===== src/sv/sampled_latency_percentile_monitor_core_assert.svh =====
// Assertion macros shared by the RTL files
`ifndef SAMPLED_LATENCY_PERCENTILE_MONITOR_CORE_ASSERT_SVH
`define SAMPLED_LATENCY_PERCENTILE_MONITOR_CORE_ASSERT_SVH
`ifndef SYNTH
`define SLPM_ASSERT_IMP(lbl, ante, cons) \
  lbl: assert property (@(posedge clk_i) disable iff (!rst_ni) (ante) |-> (cons)) \
    else $error("assertion failed");
`define SLPM_ASSERT_NXT(lbl, ante, cons) \
  lbl: assert property (@(posedge clk_i) disable iff (!rst_ni) (ante) |=> (cons)) \
    else $error("assertion failed");
`else
`define SLPM_ASSERT_IMP(lbl, ante, cons)
`define SLPM_ASSERT_NXT(lbl, ante, cons)
`endif
`endif


===== src/sv/slpm_pkg.sv =====
`timescale 1ns / 1ps
package slpm_pkg;
  localparam int unsigned CapacityDef = 1024;
  localparam int unsigned TsW = 64;
  localparam int unsigned LatW = 32;
  localparam int unsigned IvW = 16;
  localparam int unsigned NPct = 5;
  localparam int unsigned FracW = 10;
  localparam int unsigned CfgIdxW = 8;

  localparam logic [CfgIdxW-1:0] CFG_ENABLE = 8'd0;
  localparam logic [CfgIdxW-1:0] CFG_INTERVAL = 8'd1;

  localparam logic OP_RECORD = 1'b0;
  localparam logic OP_QUERY = 1'b1;

  // rank fractions 1/2, 9/10, 19/20, 99/100, 999/1000
  function automatic logic [FracW-1:0] rank_num(input logic [2:0] p);
    logic [FracW-1:0] r;
    case (p)
      3'd0: r = 10'd1;
      3'd1: r = 10'd9;
      3'd2: r = 10'd19;
      3'd3: r = 10'd99;
      default: r = 10'd999;
    endcase
    return r;
  endfunction

  function automatic logic [FracW-1:0] rank_den(input logic [2:0] p);
    logic [FracW-1:0] r;
    case (p)
      3'd0: r = 10'd2;
      3'd1: r = 10'd10;
      3'd2: r = 10'd20;
      3'd3: r = 10'd100;
      default: r = 10'd1000;
    endcase
    return r;
  endfunction
endpackage


===== src/sv/slpm_div.sv =====
`timescale 1ns / 1ps
module slpm_div #(
  parameter int unsigned DivW = 42
) (
  input  logic            clk_i,
  input  logic            rst_ni,
  input  logic            start_i,
  input  logic [DivW-1:0] dividend_i,
  input  logic [DivW-1:0] divisor_i,
  output logic            busy_o,
  output logic            done_o,
  output logic [DivW-1:0] quotient_o
);
  import slpm_pkg::*;
  `include "sampled_latency_percentile_monitor_core_assert.svh"

  localparam int unsigned CntW = $clog2(DivW + 1);

  logic            busy_q, done_q;
  logic [CntW-1:0] cnt_q;
  logic [DivW:0]   rem_q;
  logic [DivW-1:0] quo_q, dsr_q;
  logic [DivW:0]   shifted, diff;

  assign shifted = {rem_q[DivW-1:0], quo_q[DivW-1]};
  assign diff = shifted - {1'b0, dsr_q};

  always_ff @(posedge clk_i or negedge rst_ni) begin
    if (!rst_ni) begin
      busy_q <= 1'b0;
      done_q <= 1'b0;
      cnt_q  <= '0;
      rem_q  <= '0;
      quo_q  <= '0;
      dsr_q  <= '0;
    end else begin
      done_q <= 1'b0;
      if (start_i && !busy_q) begin
        busy_q <= 1'b1;
        cnt_q  <= CntW'(DivW);
        rem_q  <= '0;
        quo_q  <= dividend_i;
        dsr_q  <= divisor_i;
      end else if (busy_q) begin
        if (cnt_q == '0) begin
          busy_q <= 1'b0;
          done_q <= 1'b1;
        end else begin
          cnt_q <= cnt_q - 1'b1;
          if (!diff[DivW]) begin
            rem_q <= diff;
            quo_q <= {quo_q[DivW-2:0], 1'b1};
          end else begin
            rem_q <= shifted;
            quo_q <= {quo_q[DivW-2:0], 1'b0};
          end
        end
      end
    end
  end

  assign busy_o = busy_q;
  assign done_o = done_q;
  assign quotient_o = quo_q;

  `SLPM_ASSERT_IMP(a_no_restart, start_i, !busy_q)
  `SLPM_ASSERT_IMP(a_done_idle, done_q, !busy_q)
  `SLPM_ASSERT_NXT(a_finish, busy_q && (cnt_q == '0), done_q)
endmodule


===== config.mk =====
export PLATFORM = sky130hd
export DESIGN_NAME = slpm_div
export DESIGN_NICKNAME = d
export VERILOG_FILES = /design/src/sv/slpm_pkg.sv /design/src/sv/slpm_div.sv
export VERILOG_INCLUDE_DIRS = /design/src /design/src/sv
export SDC_FILE = /design/constraint.sdc
export NUM_CORES = 1
export LEC_CHECK = 0
export BUFFER_PORTS_ARGS = -buffer_cell sky130_fd_sc_hd__buf_2
export CORE_UTILIZATION = 25
export DETAILED_ROUTE_END_ITERATION = 7
export GPL_TIMING_DRIVEN = 0
export REMOVE_ABC_BUFFERS = 1
export SYNTH_ARGS = -nofsm -noshare
export SYNTH_HDL_FRONTEND = slang
export SYNTH_SLANG_ARGS = --single-unit

===== constraint.sdc =====
create_clock -name clk_i -period 3 [get_ports clk_i]
set_input_delay 0.45 -clock clk_i [delete_from_list [all_inputs] [get_ports clk_i]]
set_output_delay 0.45 -clock clk_i [all_outputs]
set_load 0.02 [all_outputs]

## Word-level counts from Yosys, hierarchy flattened

Index checks and enable logic that the tools add are counted.
Widths: inputs -> output; s select.

- Input port bits: 87
- Register bits after elaboration: 134

- Muxes and demuxes: 17
- Reductions and logical operators: 5
- Add/subtract/negate cells: 2
- Equality and inequality tests: 1

Operators with widths:

| cell | number |
|---|---|
| $mux 42 | 7 |
| $sub 43x42->43 | 1 |
| $mux 6 | 3 |
| $mux 1 | 7 |
| $logic_not 6->1 | 1 |
| $sub 6x1->6 const B | 1 |
| $ne 2x2->1 const B | 1 |
| $reduce_and 2->1 | 1 |
| $reduce_bool 2->1 | 1 |
| $logic_and 1x1->1 | 1 |
| $logic_not 1->1 | 1 |

## Logic depth before layout (Yosys ltp)

- Depth in word-level cells: 5
- Gate-level depth with buffers: 15

## Worst setup path before layout

OpenSTA, ideal clock, no wires.

- Kind: register -> register
- Start: reg quo_q[41], in the netlist quotient_o[41]
- End: reg rem_q[40]
- Slack: -0.212 ns
- Library setup time: 0.069 ns
- Arrival time: 3.143 ns
- Cell stages (with the launch flop): 15
- Data required time: 2.931 ns
- Path buffers: 1
- Path through: dfrtp_1 > inv_1 > ha_1 > inv_1 > fa_1 > a211o_1 > and3b_1 > o21ai_1 > nand3_1 > o211ai_1 > nand4_1 > and3_1 > buf_6 > or4_1 > nand3_1

- Word-level cells in the longest chain between the ends: 5

RTL lines:

| what | line | RTL |
|---|---|---|
| start: declaration | slpm_div.sv:22 | `logic [DivW-1:0] quo_q, dsr_q;` |
| start signal: assignment | slpm_div.sv:42 | `quo_q <= dividend_i;` |
| start signal: assignment | slpm_div.sv:52 | `quo_q <= {quo_q[DivW-2:0], 1'b1};` |
| start signal: assignment | slpm_div.sv:55 | `quo_q <= {quo_q[DivW-2:0], 1'b0};` |
| $sub 43x42->43 | slpm_div.sv:26 | `assign diff = shifted - {1'b0, dsr_q};` |
| $mux 42 | slpm_div.sv:50 | `if (!diff[DivW]) begin` |
| $mux 42 | slpm_div.sv:45 | `if (cnt_q == '0) begin` |
| $mux 42 | slpm_div.sv:44 | `end else if (busy_q) begin` |
| $mux 42 | slpm_div.sv:38 | `if (start_i && !busy_q) begin` |
| end signal: assignment | slpm_div.sv:51 | `rem_q <= diff;` |
| end signal: assignment | slpm_div.sv:54 | `rem_q <= shifted;` |
| end: declaration | slpm_div.sv:21 | `logic [DivW:0] rem_q;` |

No other way between the ends. The select of a mux whose other input is x is not followed.
A chain may end at the register's enable or synchronous reset.

## Worst setup path after layout

- Start: reg quo_q[41], in the netlist quotient_o[41]
- End: reg rem_q[32]

The elaborated chain is that of the path after synthesis.

==> flow_summary_export.csv <==
group,metric,value,unit
floorplanning,io_pins,131,
global_routing,grt_use_total,13.8,%
worst_setup_path,setup.worst_path.class,"reg -> reg",
routing,wl,21700,µm
routing,viasPerCell,4.75,
global_routing,busiest_layer,"met2",
routing,wire_per_inst,14.9,µm
logic_synthesis,synth_compound_area_share,21.5,%
timing,hold_violations,0,
flow_run,cap_violations,0,
worst_hold_path,min_from,"divisor_i[6]",
global_routing,grt_pass1_wl,36500,µm
clock_tree,clock_latency,0.43,ns
worst_setup_path,arrival,3.64,ns
timing,tightest_slew,1.00,ns
timing,min_period,3.28,ns
worst_setup_path,reg2reg_depth,13,
logic_synthesis,synth_seq_cells,134,
worst_setup_path,critPathTopFamily,"simple AND/OR/NAND/NOR gates",
worst_setup_path,reg2reg_slack,-0.28,ns
final_layout,syn_to_final_growth,28.6,%
global_routing,overflow,0,
worst_setup_path,cp-start-kind,"flip-flop",
clock_tree,htreeDepth,4,
place,gp_congestion,0.834,
worst_setup_path,cp.required,3.36,ns
worst_setup_path,cp_common_cell,"inv_2",
worst_setup_path,cpPeakStageDelay,0.47,ns
floorplanning,die_height,180,µm
worst_hold_path,whs_path_depth,3,
timing,setup_slack,-0.281,ns
logic_synthesis,synth_top_area_cell,"dfrtp_1",
routing,postRouteAntennaNets,0,
worst_setup_path,crit_path_end_kind,"flip-flop",
run_status,status,"complete, but fails checks",
routing,drc,0,
global_routing,antenna_found_initial,0,
timing,setup_viol_count_final,43,
logic_synthesis,synth_edf_count,0,
logic_synthesis,yosysWarnings,0,
routing,drt_iter0_drc,360,
global_routing,grt_pass1_vias,7094,
worst_setup_path,cp_slowest_cell,"or4_1",
logic_synthesis,syn_inst,920,
routing,vias,6923,
clock_tree,cts_root_buf,"clkbuf_16",
logic_synthesis,yosys.area_share.simple,16.0,%
global_routing,gr-usage-met1,18.3,%
logic_synthesis,synthTopCellsByArea,"dfrtp_1 42%, nand2_1 8.5%, ha_1 6.8%",
floorplanning,rows,64,
logic_synthesis,ys_seq_area_share,42.1,%
floorplanning,core_area,30900,µm²
worst_hold_path,min_to,"dsr_q[6]",
final_layout,diodes,0,
logic_synthesis,synth_flop_cell,"dfrtp_1",
logic_synthesis,yosysTopAreaCellShare,42.1,%
logic_synthesis,synth-adder-area-share,7.01,%
final_layout,drive_gt1_share,22.9,%
worst_setup_path,rr_startpoint,"quotient_o[41]",
clock_tree,cts_sinks,134,
place,placement.io_buffers,130,
routing,drt_first_pass_iters,5,
logic_synthesis,synth_top_family_by_area,"compound AO/OA/AOI/OAI gates",
timing,slew_headroom,33.1,%
clock_tree,path_clk_slew,0.06,ns
logic_synthesis,synth.avg_cell_area,8.65,µm²
timing,slew_violations,0,
worst_setup_path,path_buf_inv,2,
global_routing,use_met3,2.28,%
run_status,violations,"negative setup slack",
place,dp_hpwl,14700,µm
clock_tree,cts_buffers,17,
clock_tree,clk_path_buf_depth,2,
logic_synthesis,syn_area,7960,µm²
timing,finClkSkew,0.0113,ns
final_layout,num-nets-final,1181,
floorplanning,die_area,32500,µm²
global_routing,grt_util_met2,22.7,%
global_routing,grt_max_degree,94,
worst_setup_path,cp_max_fo,8,
clock_tree,cts_tree,"built",
logic_synthesis,synth_xor_area_share,3.52,%
worst_hold_path,hp-class,"in -> reg",
timing,hold_ws,0.223,ns
worst_setup_path,r2r_end,"rem_q[32]",
timing,rsz0062_at_grt,"yes",
logic_synthesis,synth.distinct_cells,57,
timing,fmaxAchievable,305,MHz
floorplanning,initial_core_util,25.7,%
logic_synthesis,async_reset_ff_share,100,%
worst_setup_path,cp_cell_sequence,"inv_2 -> ha_4 -> inv_2 -> fa_2 -> a211o_1 -> and3b_2 -> o21ai_4 -> nand3_4 -> o211ai_1 -> nand4_1 -> and3_4 -> or4_1 -> nand3_1",
timing,period_share,109,%
floorplanning,die_w,180,µm
logic_synthesis,synthMuxAreaShare,4.21,%
stage by stage:
stage / util [%] / setup WS [ns] / instance area, µm² / std cells / setup TNS, ns
5_1_grt: 33.1 / -0.454 / 10200 / 1458 / -15.70
3_3_place_gp: 28.7 / -13.95 / 8870 / 1392 / -1230.19
4_1_cts: 32.6 / -0.280 / 10100 / 1452 / -8.90
6_report: 33.1 / -0.281 / 10200 / 1458 / -8.19
3_5_place_dp: 29.4 / -1.09 / 9070 / 1400 / -33.33
2_1_floorplan: - / -5.03 / 7720 / 866 / -423.44
flip-flops by register name (all words and copies together) (netlist names):
signal / count
rem_q: 42
quotient_o: 42
done_o: 1
busy_o: 1
dsr_q: 42
cnt_q: 6
worst max path at each step:
stage / start / to / slack [ns] / depth (start not counted)
after floorplan: busy_o / rem_q[39] / -5.03 / 3
after global placement: start_i / rem_q[37] / -13.95 / 5
after detailed placement: quotient_o[41] / rem_q[0] / -1.09 / 13
after CTS: quotient_o[41] / rem_q[32] / -0.28 / 13
after global routing: quotient_o[41] / rem_q[6] / -0.45 / 15
final: quotient_o[41] / rem_q[32] / -0.28 / 13
tightest hold or removal path, cell delays in order:
cell and delay [ns]:
buf_2 0.07, nand2_1 0.03, o21ai_0 0.05
placed cells by master (no fill, tap or decap), drive strengths merged, types with 6 or more instances in the layout:
cell type and instances:
and3 6, mux2i 29, buf 163, nor2 31, nor3 6, xor2 17, nand2b 6, a21oi 50
a32oi 10, nand2 180, o21bai 6, nand3 27, dfrtp 134, inv 58, xnor2 15, ha 43
a21o 14, nand4 13, o21ai 110, clkbuf 19, a31oi 7, a22oi 41
area by class of cell:
cell class	count	area [µm²]
clock inverter	12	176
fill	3243	20700
sequential	134	3350
tap	396	495
clock buffer	19	453
timing repair buffer	164	1130
multi-input combinational	676	4410
inverter	57	214
Yosys cell counts (all sizes together), types with 15 or more instances:
| library cell | count |
|---|---|
| nand2 | 180 |
| dfrtp | 134 |
| o21ai | 110 |
| inv | 57 |
| a21oi | 50 |
| ha | 43 |
| a22oi | 41 |
| clkbuf | 40 |
| nor2 | 30 |
| mux2i | 29 |
| nand3 | 27 |
| xor2 | 17 |
| xnor2 | 15 |
logic make-up (layout without fill, tap and decap cells):
logic type	Yosys count	after routing
AO/OA/AOI/OAI	274	274
XOR/XNOR	32	32
adder cells (fa/ha/maj)	44	44
buffers and inverters	111	252
flip-flops	134	134
multiplexers	33	33
AND/OR/NAND/NOR	292	293
metal layers:
layer  vias up  share of wire (%)
met2       105                 47
li1       3499                  -
met1      3296                 48
met5         -                  0
met3        23                3.1
met4         0                1.8
repair_timing:
action                                 4_1_cts  5_1_grt
hold buffers                                 1        0
endpoints found under the hold margin       41        0
resized for setup                           71       25
pin swaps                                   16       20
setup endpoints to repair                   43       83
gates cloned                                 2        1
buffers inserted                            19        5
Power is not shown: default switching activity piles up to over one toggle a cycle in this logic, so the estimate is an artifact.
